File: src/rtl/i2cbc_pkg.sv
`default_nettype none

package i2cbc_pkg;

  // Register widths.
  localparam int unsigned PulseTicksW   = 8;
  localparam int unsigned TimeoutTicksW = 10;
  localparam int unsigned MaxPulsesW    = 4;
  localparam int unsigned CfgDataW      = 10;
  localparam int unsigned CfgIndexW     = 2;
  localparam int unsigned TimerW        = 10;

  // Register indexes on the configuration port.
  typedef enum logic [CfgIndexW-1:0] {
    CFG_PULSE_TICKS   = 2'd0,
    CFG_TIMEOUT_TICKS = 2'd1,
    CFG_MAX_PULSES    = 2'd2
  } cfg_index_e;

  // Register values after reset.
  localparam logic [PulseTicksW-1:0]   PulseTicksRst   = 8'd5;
  localparam logic [TimeoutTicksW-1:0] TimeoutTicksRst = 10'd100;
  localparam logic [MaxPulsesW-1:0]    MaxPulsesRst    = 4'd9;

  // Sequencer phases.
  typedef enum logic [3:0] {
    PH_IDLE       = 4'd0,
    PH_SETTLE     = 4'd1,
    PH_WAIT_FIRST = 4'd2,
    PH_CHECK      = 4'd3,
    PH_SCL_LOW    = 4'd4,
    PH_PULSE_WAIT = 4'd5,
    PH_PULSE_GAP  = 4'd6,
    PH_SDA_HOLD   = 4'd7,
    PH_STOP_WAIT  = 4'd8,
    PH_STOP_GAP   = 4'd9,
    PH_FINAL_GAP  = 4'd10
  } phase_e;

endpackage

`default_nettype wire

File: src/rtl/i2c_bus_clear_sequencer.sv
`default_nettype none

// I2C bus clear sequencer. Every input beat is one microsecond tick carrying
// the sampled SCL and SDA levels and an optional start command; every input
// beat produces exactly one result beat showing the line drives, busy, done
// and success as they stand after that tick. The sequencer state advances
// only on an accepted input beat, so the tick rate is whatever rate the
// source offers beats at. The next state is worked out combinationally
// from the phase register, the tick timer and the pulse counter, and the
// result is held in a single output register. A new beat is taken in every
// cycle for as long as the sink keeps taking results (input ready is low
// only while a result is waiting and the sink is stalled). A start is
// honoured only from idle. Configuration writes are taken at once on the
// write port and should only be made while the block is idle.
module i2c_bus_clear_sequencer
  import i2cbc_pkg::*;
(
  input  wire logic                 clk_i,
  input  wire logic                 rst_ni,

  input  wire logic                 cfg_we_i,
  input  wire logic [CfgIndexW-1:0] cfg_index_i,
  input  wire logic [CfgDataW-1:0]  cfg_data_i,

  input  wire logic                 in_valid_i,
  output logic                      in_ready_o,
  input  wire logic                 command_i,
  input  wire logic                 scl_level_i,
  input  wire logic                 sda_level_i,

  output logic                      out_valid_o,
  input  wire logic                 out_ready_i,
  output logic                      scl_drive_low_o,
  output logic                      sda_drive_low_o,
  output logic                      busy_res_o,
  output logic                      done_res_o,
  output logic                      success_o
);

  // Configuration registers.
  logic [PulseTicksW-1:0]   pulse_ticks_q;
  logic [TimeoutTicksW-1:0] timeout_ticks_q;
  logic [MaxPulsesW-1:0]    max_pulses_q;

  always_ff @(posedge clk_i or negedge rst_ni) begin
    if (!rst_ni) begin
      pulse_ticks_q   <= PulseTicksRst;
      timeout_ticks_q <= TimeoutTicksRst;
      max_pulses_q    <= MaxPulsesRst;
    end else if (cfg_we_i) begin
      unique case (cfg_index_i)
        CFG_PULSE_TICKS:   pulse_ticks_q   <= cfg_data_i[PulseTicksW-1:0];
        CFG_TIMEOUT_TICKS: timeout_ticks_q <= cfg_data_i[TimeoutTicksW-1:0];
        CFG_MAX_PULSES:    max_pulses_q    <= cfg_data_i[MaxPulsesW-1:0];
        default: ;
      endcase
    end
  end

  // Handshake: the output register frees up in the same cycle it is taken.
  logic in_accept;
  logic out_valid_q;

  assign in_ready_o = !out_valid_q || out_ready_i;
  assign in_accept  = in_valid_i && in_ready_o;

  // Sequencer state.
  phase_e                  phase_q, phase_d;
  logic [TimerW-1:0]       tick_timer_q, tick_timer_d;
  logic [MaxPulsesW-1:0]   pulse_count_q, pulse_count_d;

  logic [TimerW:0] timer_inc;
  logic            pulse_hit;
  logic            timeout_hit;
  logic            done;
  logic            ok;

  // The timer counts one tick per beat; a timed phase ends on the tick where
  // the incremented count reaches its limit. A zero limit ends it at once.
  assign timer_inc   = {1'b0, tick_timer_q} + {{TimerW{1'b0}}, 1'b1};
  assign pulse_hit   = timer_inc >= {{(TimerW + 1 - PulseTicksW){1'b0}}, pulse_ticks_q};
  assign timeout_hit = timer_inc >= {{(TimerW + 1 - TimeoutTicksW){1'b0}}, timeout_ticks_q};

  always_comb begin
    phase_d       = phase_q;
    tick_timer_d  = tick_timer_q;
    pulse_count_d = pulse_count_q;
    done          = 1'b0;
    ok            = 1'b0;

    unique case (phase_q)
      PH_IDLE: begin
        if (command_i) begin
          pulse_count_d = '0;
          phase_d       = PH_SETTLE;
          tick_timer_d  = '0;
        end
      end
      PH_SETTLE: begin
        if (pulse_hit) begin
          phase_d      = PH_WAIT_FIRST;
          tick_timer_d = '0;
        end else begin
          tick_timer_d = timer_inc[TimerW-1:0];
        end
      end
      PH_WAIT_FIRST: begin
        if (scl_level_i) begin
          phase_d      = PH_CHECK;
          tick_timer_d = '0;
        end else if (timeout_hit) begin
          // SCL never came free: give up straight away.
          done = 1'b1;
        end else begin
          tick_timer_d = timer_inc[TimerW-1:0];
        end
      end
      PH_CHECK: begin
        // Keep clocking only while SDA is still held low by a target and the pulse limit is not reached.
        tick_timer_d = '0;
        if (sda_level_i || (pulse_count_q >= max_pulses_q)) begin
          phase_d = PH_SDA_HOLD;
        end else begin
          phase_d = PH_SCL_LOW;
        end
      end
      PH_SCL_LOW: begin
        if (pulse_hit) begin
          phase_d      = PH_PULSE_WAIT;
          tick_timer_d = '0;
        end else begin
          tick_timer_d = timer_inc[TimerW-1:0];
        end
      end
      PH_PULSE_WAIT: begin
        if (scl_level_i) begin
          phase_d      = PH_PULSE_GAP;
          tick_timer_d = '0;
        end else if (timeout_hit) begin
          // SCL is being stretched for too long: stop pulsing and go on.
          phase_d      = PH_SDA_HOLD;
          tick_timer_d = '0;
        end else begin
          tick_timer_d = timer_inc[TimerW-1:0];
        end
      end
      PH_PULSE_GAP: begin
        if (pulse_hit) begin
          pulse_count_d = pulse_count_q + {{(MaxPulsesW-1){1'b0}}, 1'b1};
          phase_d       = PH_CHECK;
          tick_timer_d  = '0;
        end else begin
          tick_timer_d = timer_inc[TimerW-1:0];
        end
      end
      PH_SDA_HOLD: begin
        if (pulse_hit) begin
          phase_d      = PH_STOP_WAIT;
          tick_timer_d = '0;
        end else begin
          tick_timer_d = timer_inc[TimerW-1:0];
        end
      end
      PH_STOP_WAIT: begin
        if (scl_level_i) begin
          phase_d      = PH_STOP_GAP;
          tick_timer_d = '0;
        end else if (timeout_hit) begin
          done = 1'b1;
        end else begin
          tick_timer_d = timer_inc[TimerW-1:0];
        end
      end
      PH_STOP_GAP: begin
        if (pulse_hit) begin
          phase_d      = PH_FINAL_GAP;
          tick_timer_d = '0;
        end else begin
          tick_timer_d = timer_inc[TimerW-1:0];
        end
      end
      PH_FINAL_GAP: begin
        if (pulse_hit) begin
          done = 1'b1;
          ok   = scl_level_i && sda_level_i;
        end else begin
          tick_timer_d = timer_inc[TimerW-1:0];
        end
      end
      default: begin
        phase_d      = PH_IDLE;
        tick_timer_d = '0;
      end
    endcase

    if (done) begin
      phase_d      = PH_IDLE;
      tick_timer_d = '0;
    end
  end

  always_ff @(posedge clk_i or negedge rst_ni) begin
    if (!rst_ni) begin
      phase_q       <= PH_IDLE;
      tick_timer_q  <= '0;
      pulse_count_q <= '0;
    end else if (in_accept) begin
      phase_q       <= phase_d;
      tick_timer_q  <= tick_timer_d;
      pulse_count_q <= pulse_count_d;
    end
  end

  // Result register. The drives follow the phase entered on this tick.
  logic scl_drive_low_q, sda_drive_low_q, busy_res_q, done_res_q, success_q;

  always_ff @(posedge clk_i or negedge rst_ni) begin
    if (!rst_ni) begin
      out_valid_q <= 1'b0;
    end else if (in_accept) begin
      out_valid_q <= 1'b1;
    end else if (out_ready_i) begin
      out_valid_q <= 1'b0;
    end
  end

  always_ff @(posedge clk_i) begin
    if (in_accept) begin
      scl_drive_low_q <= (phase_d == PH_SCL_LOW);
      sda_drive_low_q <= (phase_d == PH_SDA_HOLD) || (phase_d == PH_STOP_WAIT) ||
                         (phase_d == PH_STOP_GAP);
      busy_res_q      <= (phase_d != PH_IDLE);
      done_res_q      <= done;
      success_q       <= ok;
    end
  end

  assign out_valid_o     = out_valid_q;
  assign scl_drive_low_o = scl_drive_low_q;
  assign sda_drive_low_o = sda_drive_low_q;
  assign busy_res_o      = busy_res_q;
  assign done_res_o      = done_res_q;
  assign success_o       = success_q;

  // The two lines are never pulled low together.
  a_drive_exclusive: assert property (@(posedge clk_i) disable iff (!rst_ni)
    out_valid_o |-> !(scl_drive_low_o && sda_drive_low_o))
    else $error("SCL and SDA driven low together");

  // A finished sequence is no longer busy, and success comes only with done.
  a_done_not_busy: assert property (@(posedge clk_i) disable iff (!rst_ni)
    (out_valid_o && (done_res_o || success_o)) |-> (done_res_o && !busy_res_o))
    else $error("done or success reported with sequencer still busy");

  // A plain tick in idle leaves the sequencer idle with nothing driven.
  a_idle_stays: assert property (@(posedge clk_i) disable iff (!rst_ni)
    (in_accept && (phase_q == PH_IDLE) && !command_i) |=>
      (!busy_res_o && !done_res_o && !scl_drive_low_o && !sda_drive_low_o))
    else $error("idle tick left the sequencer active");

  // A start from idle always leaves the sequencer busy.
  a_start_busy: assert property (@(posedge clk_i) disable iff (!rst_ni)
    (in_accept && (phase_q == PH_IDLE) && command_i) |=> (busy_res_o && out_valid_o))
    else $error("start from idle did not begin a sequence");

  // The state moves only on an accepted beat.
  a_state_holds: assert property (@(posedge clk_i) disable iff (!rst_ni)
    !in_accept |=> ($stable(phase_q) && $stable(tick_timer_q) && $stable(pulse_count_q)))
    else $error("sequencer state moved without an input beat");

endmodule

`default_nettype wire
File: config.mk
export PLATFORM = sky130hd
export DESIGN_NAME = i2c_bus_clear_sequencer
export DESIGN_NICKNAME = d
export VERILOG_FILES = /design/src/rtl/i2cbc_pkg.sv /design/src/rtl/i2c_bus_clear_sequencer.sv
export SDC_FILE = /design/constraint.sdc
export NUM_CORES = 1
export LEC_CHECK = 0
export BUFFER_PORTS_ARGS = -buffer_cell sky130_fd_sc_hd__buf_4
export CAP_MARGIN = 25
export CORE_ASPECT_RATIO = 0.8
export CORE_UTILIZATION = 45
export CTS_BUF_LIST = sky130_fd_sc_hd__clkbuf_4
export DETAILED_ROUTE_END_ITERATION = 16
export PLACE_DENSITY = 0.63
export SYNTH_ARGS = -nofsm -noshare
export SYNTH_HDL_FRONTEND = slang
export SYNTH_SLANG_ARGS = --single-unit
export TNS_END_PERCENT = 20
File: constraint.sdc
create_clock -name clk_i -period 8.9 [get_ports clk_i]
set_input_delay 2.225 -clock clk_i [delete_from_list [all_inputs] [get_ports clk_i]]
set_output_delay 2.225 -clock clk_i [all_outputs]
set_load 0.02 [all_outputs]
==> parameters.txt, run 1 <==
Parameter                              Value

Routing
  DR DRC count ... 0
  First-pass iteration count of the detailed router ... 4
  Violation count after the first detailed-route iteration ... about 130
  Final routed wire length divided by cell count ... between 10 and 15 um
  Total detailed-routing wirelength ... about 6400 um
  Remaining number of nets flagged by the antenna check after routing ... 0
  Vias/cell ... between 5 and 6
  Routed via count ... approximately 2400

Clock tree
  Clock root buffer ... sky130_fd_sc_hd__clkbuf_4
  Setup Fix Bufs, Post-CTS ... 0
  Cts bufs inserted ... 5
  Total number of clock tree sinks ... 46
  TritonCTS clock tree ... yes
  Clk slew on worst S/H paths ... about 0.13 ns
  Number of instances resized during post-cts repair ... 0
  Post-cts hold buffer count ... 0
  Clock latency on the worst-skew pair ... ~0.36 ns
  H-tree depth ... 2
  Max Root-Sink Buffers ... 2

Hold path
  Worst hold path type ... reg2reg
  Hold_sp ... max_pulses_q[2]$_DFFE_PN0P_
  Hold-critical path endpoint ... max_pulses_q[2]$_DFFE_PN0P_
  Number of stages on the worst hold path ... 1

Cells and area
  Post-Layout Cell Count ... approximately 430
  Post-synthesis to final-layout area growth ... 10.83%
  Number of antenna diodes ... 0
  Count of filler cells inserted in the layout ... between 600 and 700
  Total number of nets in the final design ... between 300 and 400
  Proportion of layout cells with a drive suffix above 1 ... between 20% and 30%

Yosys
  Cell area after synthesis ... slightly above 0.003 mm^2
  Distinct cell type count after synthesis ... 60
  Cell count after synthesis ... about 320
  Syn Nets ... 361
  Number of flops mapped to enable cells by yosys ... 5
  Syn avg cell area ... between 9 and 10 um^2
  Synth Register Bits ... 46
  Sequential share of the synthesized area ... around 39%
  Top FF cell, synth ... sky130_fd_sc_hd__dfrtp_1
  Synthesis warning total ... 0
  Asr flop ratio synth ... around 89%

Placed design
  Placed wire-length estimate after detailed placement ... slightly below 5000 um
  Cell count after placement ... 420
  Count of input and output buffers ... 26
  GP Congestion ... between 0.8 and 0.9

Setup path
  Number of cells traversed by the worst register-to-register path ... 12
  Endpoint of the worst-slack reg-to-reg timing path ... sda_drive_low_o$_DFFE_PP_
  Critical Path AT ... roughly 2.7 ns
  CP endpoint kind ... primary output
  Maximum fanout encountered on the critical timing path ... 3
  Register-to-register path setup slack ... about 5.3 ns
  Critical setup path kind ... in2out
  Critical path launch point type ... input pin
  Required @ worst endpoint ... ~6.7 ns
  Startpoint of the worst-slack reg-to-reg timing path ... tick_timer_q[0]$_DFFE_PN0P_

Global routing
  Maximum number of pins on one net before global-route repair ... 42
  Antenna violations before repair ... 0
  Wire length of the first global-routing pass ... about 11000 um
  Number of global-route vias before repair ... 2094
  GRT Residual Overflow ... 0
  Total routing usage reported by global routing ... around a fifth

Timing
  Number of max-slew violations in the final report ... 0
  Final period demand of the worst path ... roughly 4.9 ns
  Share of the cycle needed by the critical path after routing ... around 55%
  Total negative slack for setup checks ... 0 ns
  RSZ-0062 raised after global routing ... no
  Max Fclk ... approximately 0.2 GHz
  Final hold violation count ... 0
  Normalized max-slew margin ... 52.51%
  Slew at the pin closest to its max-slew limit ... approximately 0.70 ns
  Setup-violating endpoint count in the final report ... 0
  Setup clock skew after layout ... 0.01328 ns

Pwr
  Cell Pwr Density ... just under 200 mW/mm^2
  Combinational power share ... approximately two fifths
  Total chip power ... about 0.65 mW
  Cell Int Power ... around 0.39 mW
  Peak ir drop on the vdd network ... roughly 83 uV
  Switching power share of the total ... 39.75%
  Net switching power ... ~0.26 mW
  Sequential share of power ... approximately 45%
  Static leakage ... 1.532 nW
  Part of the total power dissipated in the clock network ... 15.3%

Die
  Initial cell density of the core ... 46.81%
  Core Region ... ~0.0064 mm^2
  Die width ... between 90 and 100 um
  Count of standard-cell rows ... 26
  IO Count ... 27
  Die Footprint ... about 0.0070 mm^2
  Die Ht ... 75.22 um

Status
  Status ... completed

Run
  Number of violations of the max-capacitance limit ... 0
==> Yosys cell counts, types with 2 or more instances <==
library cell | n | area share (%)
sky130_fd_sc_hd__and2_1 | 3 | 0.62
sky130_fd_sc_hd__xor2_1 | 3 | 0.87
sky130_fd_sc_hd__nand2b_1 | 5 | 1.0
sky130_fd_sc_hd__a21o_1 | 2 | 0.50
sky130_fd_sc_hd__dfrtp_1 | 34 | 28
sky130_fd_sc_hd__nor3b_1 | 2 | 0.50
sky130_fd_sc_hd__o21ai_1 | 3 | 0.50
sky130_fd_sc_hd__a41oi_1 | 2 | 0.58
sky130_fd_sc_hd__mux2_2 | 17 | 6.3
sky130_fd_sc_hd__a211oi_1 | 4 | 1.0
sky130_fd_sc_hd__nor2b_1 | 4 | 0.83
sky130_fd_sc_hd__a21oi_1 | 13 | 2.2
sky130_fd_sc_hd__nor2_1 | 12 | 1.5
sky130_fd_sc_hd__o21ai_0 | 23 | 3.8
sky130_fd_sc_hd__nand4_1 | 7 | 1.5
sky130_fd_sc_hd__o211ai_1 | 2 | 0.50
sky130_fd_sc_hd__inv_1 | 32 | 4.0
sky130_fd_sc_hd__edfxtp_1 | 5 | 5.0
sky130_fd_sc_hd__nand3b_1 | 3 | 0.75
sky130_fd_sc_hd__xnor2_1 | 5 | 1.5
sky130_fd_sc_hd__dfstp_2 | 7 | 6.1
sky130_fd_sc_hd__o22ai_1 | 2 | 0.41
sky130_fd_sc_hd__clkbuf_1 | 8 | 1.0
sky130_fd_sc_hd__a22o_1 | 3 | 0.87
sky130_fd_sc_hd__nand3_2 | 2 | 0.66
sky130_fd_sc_hd__nand3_1 | 11 | 1.8
sky130_fd_sc_hd__or3_1 | 2 | 0.41
sky130_fd_sc_hd__nor3_1 | 6 | 1.0
sky130_fd_sc_hd__nand2_1 | 37 | 4.6
sky130_fd_sc_hd__ha_1 | 23 | 9.5
sky130_fd_sc_hd__and3_1 | 5 | 1.0
sky130_fd_sc_hd__o211ai_2 | 3 | 1.2
==> critical path: stages <==
cell and delay [ns]:
sky130_fd_sc_hd__buf_4 0.10, sky130_fd_sc_hd__nand2b_1 0.16, sky130_fd_sc_hd__buf_4 0.17
==> cell type report <==
class | count | area [um^2] | area share (%)
Clock buffer | 6 | 45.04 | 1.348
Clock inverter | 2 | 8.758 | 0.2621
Inverter | 32 | 120.1 | 3.594
Multi-Input combinational cell | 230 | 1668 | 49.91
Sequential cell | 46 | 1185 | 35.45
Tap cell | 84 | 105.1 | 3.145
Timing Repair Buffer | 28 | 210.2 | 6.290
==> stage by stage <==
stage	util, %	setup slack [ns]	hold WS [ns]	instance area (um^2)
6_report	51.88	4.012	0.5200	3342
5_1_grt	51.88	3.984	0.5315	3342
4_1_cts	51.88	4.009	0.5247	3342
3_5_place_dp	51.05	4.011	0.4940	3288
3_3_place_gp	51.05	4.030	0.4885	3288
2_1_floorplan	-	4.214	0.4794	3015
==> cell families (layout without fill, tap and decap cells) <==
group	after synthesis	count (layout)	synth area share [%]
and+or+nand+nor	106	106	18.46
AOI/OAI and AO/OA	75	75	18.30
DFF	46	46	39.29
buffers and inverters	42	68	5.394
adders and majority gates	23	23	9.544
muxes	18	18	6.680
xor gates and xnor gates	8	8	2.324
==> layer usage <==
layer / routed length, um / global-route usage (%) / share of wire (%) / up-vias
met5: 0 / 0 / 0 / -
met4: 24 / 4.444 / 0.38 / 0
met3: 312 / 3.636 / 4.9 / 2
met2: 2688 / 28.43 / 42 / 65
met1: 3343 / 30.52 / 52 / 1142
li1: - / - / - / 1201
==> sequential cells by signal, summed over array words and instances (netlist names) <==
name	flops
tick_timer_q	10
timeout_ticks_q	10
pulse_ticks_q	8
max_pulses_q	4
phase_q	4
pulse_count_q	4
busy_res_o	1
done_res_o	1
out_valid_o	1
scl_drive_low_o	1
sda_drive_low_o	1
success_o	1
==> power groups by stage <==
stage	clock network, mW	logic [mW]	registers [mW]
2_1_floorplan	0	0.203	0.279
3_5_place_dp	0	0.257	0.297
6_report	0.100	0.259	0.294
3_3_place_gp	0	0.253	0.296
4_1_cts	0.105	0.259	0.293
5_1_grt	0.112	0.291	0.300
==> cells in the final DEF, fill, tap and decap left out, types with 2 or more instances in the layout <==
cell / instances
sky130_fd_sc_hd__a211oi_1: 4
sky130_fd_sc_hd__a21o_1: 2
sky130_fd_sc_hd__a21oi_1: 13
sky130_fd_sc_hd__a22o_1: 3
sky130_fd_sc_hd__a41oi_1: 2
sky130_fd_sc_hd__and2_1: 3
sky130_fd_sc_hd__and3_1: 5
sky130_fd_sc_hd__buf_4: 28
sky130_fd_sc_hd__clkbuf_4: 6
sky130_fd_sc_hd__dfrtp_1: 34
sky130_fd_sc_hd__dfstp_2: 7
sky130_fd_sc_hd__edfxtp_1: 5
sky130_fd_sc_hd__ha_1: 23
sky130_fd_sc_hd__inv_1: 32
sky130_fd_sc_hd__mux2_2: 17
sky130_fd_sc_hd__nand2_1: 37
sky130_fd_sc_hd__nand2b_1: 5
sky130_fd_sc_hd__nand3_1: 11
sky130_fd_sc_hd__nand3_2: 2
sky130_fd_sc_hd__nand3b_1: 3
sky130_fd_sc_hd__nand4_1: 7
sky130_fd_sc_hd__nor2_1: 12
sky130_fd_sc_hd__nor2b_1: 4
sky130_fd_sc_hd__nor3_1: 6
sky130_fd_sc_hd__nor3b_1: 2
sky130_fd_sc_hd__o211ai_1: 2
sky130_fd_sc_hd__o211ai_2: 3
sky130_fd_sc_hd__o21ai_0: 23
sky130_fd_sc_hd__o21ai_1: 3
sky130_fd_sc_hd__o22ai_1: 2
sky130_fd_sc_hd__or3_1: 2
sky130_fd_sc_hd__xnor2_1: 5
sky130_fd_sc_hd__xor2_1: 3
==> how the worst max path moves through the flow <==
stage | slack (ns) | from | to | cells past startpoint
3_3_place_gp | 4.03 | out_ready_i | in_ready_o | 3
2_1_floorplan | 4.21 | out_ready_i | in_ready_o | 1
4_1_cts | 4.01 | out_ready_i | in_ready_o | 3
3_5_place_dp | 4.01 | out_ready_i | in_ready_o | 3
6_report | 4.01 | out_ready_i | in_ready_o | 3
5_1_grt | 3.98 | out_ready_i | in_ready_o | 3
Power figures use the tool's default switching activity.
==> inputs of run 2 (changes only) <==
--- a/config.mk
+++ b/config.mk
@@ -5,13 +5,14 @@
 export SDC_FILE = /design/constraint.sdc
 export NUM_CORES = 1
 export LEC_CHECK = 0
+export ABC_AREA = 1
 export BUFFER_PORTS_ARGS = -buffer_cell sky130_fd_sc_hd__buf_4
 export CAP_MARGIN = 25
 export CORE_ASPECT_RATIO = 0.8
 export CORE_UTILIZATION = 45
 export CTS_BUF_LIST = sky130_fd_sc_hd__clkbuf_4
 export DETAILED_ROUTE_END_ITERATION = 16
-export PLACE_DENSITY = 0.63
+export PLACE_DENSITY = 0.65
 export SYNTH_ARGS = -nofsm -noshare
 export SYNTH_HDL_FRONTEND = slang
 export SYNTH_SLANG_ARGS = --single-unit
==> constraint.sdc (replaced) <==
create_clock -name clk_i -period 4.3 [get_ports clk_i]
set_input_delay 1.075 -clock clk_i [delete_from_list [all_inputs] [get_ports clk_i]]
set_output_delay 1.075 -clock clk_i [all_outputs]
set_load 0.02 [all_outputs]
==> run 2 against run 1 <==
Die area rose by 0.93%; sequential power rose by 97%; synthesized area rose by 0.95%; combinational power rose by 120%; setup slack got worse by 2.8 ns; first-iteration DRC count fell by 8.7%; largest power group unchanged; highest routed layer unchanged.
==> parameters.txt, run 2 <==
Parameter                              Value

Yosys
  Cell count after synthesis ... around 410
  Syn Nets ... roughly 450
  Commonest cells in the netlist ... 103 x sky130_fd_sc_hd__nand2_1, 71 x sky130_fd_sc_hd__inv_1, 48 x sky130_fd_sc_hd__nor2_1
  Synth Register Bits ... between 40 and 50
  Distinct cell type count after synthesis ... 30
  Number of flops mapped to enable cells by yosys ... 5
  Post-synth top area share ... between 20% and 30%
  Most frequent cell after synthesis ... sky130_fd_sc_hd__nand2_1
  Synth top area cells ... sky130_fd_sc_hd__dfrtp_1 28%, sky130_fd_sc_hd__nand2_1 13%, sky130_fd_sc_hd__ha_1 9.5%
  Sequential share of the synthesized area ... roughly two fifths
  Top FF cell, synth ... sky130_fd_sc_hd__dfrtp_1
  Cell area after synthesis ... a little over 0.003 mm^2
  Asr flop ratio synth ... between 80% and 90%
  Synthesis warning total ... 0
  Syn avg cell area ... 7.407 um^2
  Top cell type by total area after synthesis ... sky130_fd_sc_hd__dfrtp_1

Die
  Core Region ... 0.006474 mm^2
  IO Count ... 27
  Count of standard-cell rows ... 26
  Die Ht ... around 76 um
  Initial cell density of the core ... between 40% and 50%
  Die Footprint ... 0.007100 mm^2
  Die width ... about 94 um

Timing
  Number of max-slew violations in the final report ... 0
  Normalized max-slew margin ... 56.44%
  Max Fclk ... between 0.3 and 0.4 GHz
  RSZ-0062 raised after global routing ... no
  Setup clock skew after layout ... about 0.0073 ns
  Share of the cycle needed by the critical path after routing ... 72.48%
  Final period demand of the worst path ... a little over 3 ns
  Final hold violation count ... 0
  Setup-violating endpoint count in the final report ... 0
  Slew at the pin closest to its max-slew limit ... between 0.6 and 0.7 ns
  Total negative slack for setup checks ... 0 ns

Clock tree
  H-tree depth ... 2
  Number of instances resized during post-cts repair ... 0
  Setup Fix Bufs, Post-CTS ... 0
  Clock root buffer ... sky130_fd_sc_hd__clkbuf_4
  Post-cts hold buffer count ... 0
  Clk slew on worst S/H paths ... ~0.15 ns
  TritonCTS clock tree ... yes
  Clock latency on the worst-skew pair ... about 0.37 ns
  Max Root-Sink Buffers ... 2
  Total number of clock tree sinks ... 46
  Cts bufs inserted ... 5

Cells and area
  Leading cell type in the layout, fill and taps excluded ... sky130_fd_sc_hd__nand2_1
  Total number of nets in the final design ... roughly 480
  Register Area ... about 0.0012 mm^2
  Highest-count cells in the layout ignoring fill and taps ... 103 x sky130_fd_sc_hd__nand2_1, 71 x sky130_fd_sc_hd__inv_1, 48 x sky130_fd_sc_hd__nor2_1
  Post-synthesis to final-layout area growth ... 12.17%
  Count of filler cells inserted in the layout ... approximately 630
  Area occupied by multi-input gates ... ~0.0016 mm^2
  Number of antenna diodes ... 0
  Post-route cell area ... about 0.0034 mm^2
  Registers with the most flip-flops ... tick_timer_q (10), timeout_ticks_q (10), pulse_ticks_q (8)
  Proportion of layout cells with a drive suffix above 1 ... between 10 and 15%
  Post-Layout Cell Count ... 526

Routing
  Total detailed-routing wirelength ... around 6300 um
  First-pass iteration count of the detailed router ... 4
  Vias/cell ... between 4 and 5
  Final routed wire length divided by cell count ... around 12 um
  DR DRC count ... 0
  Violation count after the first detailed-route iteration ... about 120
  Routed via count ... about 2600
  Remaining number of nets flagged by the antenna check after routing ... 0

Setup path
  CP max stage cell ... sky130_fd_sc_hd__dfrtp_1
  Family of cells with the greatest summed delay on the critical path ... simple AND/OR/NAND/NOR gates
  Critical setup path kind ... reg2reg
  Crit path largest cell delay ... a little over 0.5 ns
  CP endpoint kind ... flop
  Series of cell instances along the critical path ... ha_1 -> nand2_1 -> nor2_2 -> xnor2_1 -> inv_1 -> ha_1 -> nand2_1 -> nand2_1 -> a21oi_1 -> nand2_1 -> a21oi_1 -> nand2_4 -> nand2_4 -> nand2_1 -> nor2_2 -> nand2_2 -> nand3_1 -> nand2_1
  Maximum fanout encountered on the critical timing path ... 8
  Launch point of the worst path ... tick_timer_q[0]$_DFFE_PN0P_
  Required @ worst endpoint ... around 4.5 ns
  Critical Path AT ... 3.27 ns
  Startpoint of the worst-slack reg-to-reg timing path ... tick_timer_q[0]$_DFFE_PN0P_
  Worst path most repeated cell ... sky130_fd_sc_hd__nand2_1
  Critical path launch point type ... flop
  Critical path buffer and inverter count ... 1

Global routing
  Maximum number of pins on one net before global-route repair ... 42
  Wire length of the first global-routing pass ... 11070 um
  Total routing usage reported by global routing ... between 20% and 30%
  Antenna violations before repair ... 0
  Number of global-route vias before repair ... around 2400
  GRT Residual Overflow ... 0

Status
  Status ... completed

Placed design
  Post-detailed-placement cell area ... 0.003333 mm^2
  Placed wire-length estimate after detailed placement ... roughly 4800 um
  GP Congestion ... roughly 0.86
  Cell count after placement ... approximately 520
  Count of input and output buffers ... 26

Pwr
  Total chip power ... about 1.4 mW
  Peak ir drop on the vdd network ... between 200 and 250 uV
  Static leakage ... between 1.5 and 2 nW
  Cell Pwr Density ... around 420 mW/mm^2

Hold path
  Worst hold path type ... reg2reg
  Hold_sp ... timeout_ticks_q[6]$_DFFE_PN1P_

Run
  Number of violations of the max-capacitance limit ... 0
-- run 2: changes by cell type in the layout (fill, tap and decap cells not counted), sizes merged, moves of 9 or more --
cell and delta:
o21ai +15, mux2 -16, nand2 +73, inv +42, nor2 +44, nand3 +9
-- run 2: worst reg2reg max path, cell delays in order, from the launching register on --
cell	delay (ns)
sky130_fd_sc_hd__dfrtp_1	0.51
sky130_fd_sc_hd__ha_1	0.29
sky130_fd_sc_hd__nand2_1	0.09
sky130_fd_sc_hd__nor2_2	0.17
sky130_fd_sc_hd__xnor2_1	0.16
sky130_fd_sc_hd__inv_1	0.10
sky130_fd_sc_hd__ha_1	0.31
sky130_fd_sc_hd__nand2_1	0.08
sky130_fd_sc_hd__nand2_1	0.05
sky130_fd_sc_hd__a21oi_1	0.11
sky130_fd_sc_hd__nand2_1	0.06
sky130_fd_sc_hd__a21oi_1	0.32
sky130_fd_sc_hd__nand2_4	0.16
sky130_fd_sc_hd__nand2_4	0.10
sky130_fd_sc_hd__nand2_1	0.07
sky130_fd_sc_hd__nor2_2	0.11
sky130_fd_sc_hd__nand2_2	0.08
sky130_fd_sc_hd__nand3_1	0.07
sky130_fd_sc_hd__nand2_1	0.06
-- run 2: layer usage --
| metal | wire (um) | share of wire (%) | GRT usage [%] |
|---|---|---|---|
| met1 | 3353 | 53 | 29.62 |
| met5 | 0 | 0 | 0 |
| met4 | 74 | 1.2 | 6.496 |
| met3 | 258 | 4.1 | 3.593 |
| met2 | 2630 | 42 | 30.90 |
-- run 2: cell families (layout without fill, tap and decap cells) --
group,after synthesis,after routing,synth area share (%)
AND/OR/NAND/NOR,200,200,29.88
buffers and inverters,77,108,9.495
AO/OA/AOI/OAI,57,57,9.865
flip-flops,46,46,38.92
adder cells (fa/ha/maj),23,23,9.453
XOR/XNOR,7,7,2.014
multiplexers,1,1,0.3699
-- run 2: through the flow --
step           worst slack, ns  hold slack [ns]  util (%)
6_report                 1.183           0.5010     52.74
5_1_grt                 0.9257           0.5247     52.74
4_1_cts                  1.199           0.5071     52.74
3_5_place_dp             1.244           0.4751     51.49
3_3_place_gp             1.370           0.4677     51.49
2_1_floorplan            1.636           0.4530         -
-- run 2: power breakdown --
group	switching, mW	total [mW]	internal [mW]
Combinational	0.380	0.577	0.197
Clock	0.153	0.277	0.124
Sequential	0.0561	0.578	0.521
-- run 2: area by class of cell --
type                            count  area share (%)
Multi-Input combinational cell    288           45.99
Sequential cell                    46           34.70
Clock inverter                      3           1.283
Clock buffer                        5           1.099
Inverter                           74           8.135
Timing Repair Buffer               26           5.716
Tap cell                           84           3.078
-- run 2: path summary, 6_finish.rpt --
path                       slack [ns]  cells past startpoint                             end
max reg2reg                      1.18                     18       sda_drive_low_o$_DFFE_PP_
max in group asynchronous        3.26                      1     max_pulses_q[0]$_DFFE_PN1P_
min in group asynchronous        0.67                      1          phase_q[2]$_DFFE_PN0P_
min                              0.50                      2  timeout_ticks_q[6]$_DFFE_PN1P_
max                              1.18                     18       sda_drive_low_o$_DFFE_PP_
min reg2reg                      0.50                      2  timeout_ticks_q[6]$_DFFE_PN1P_
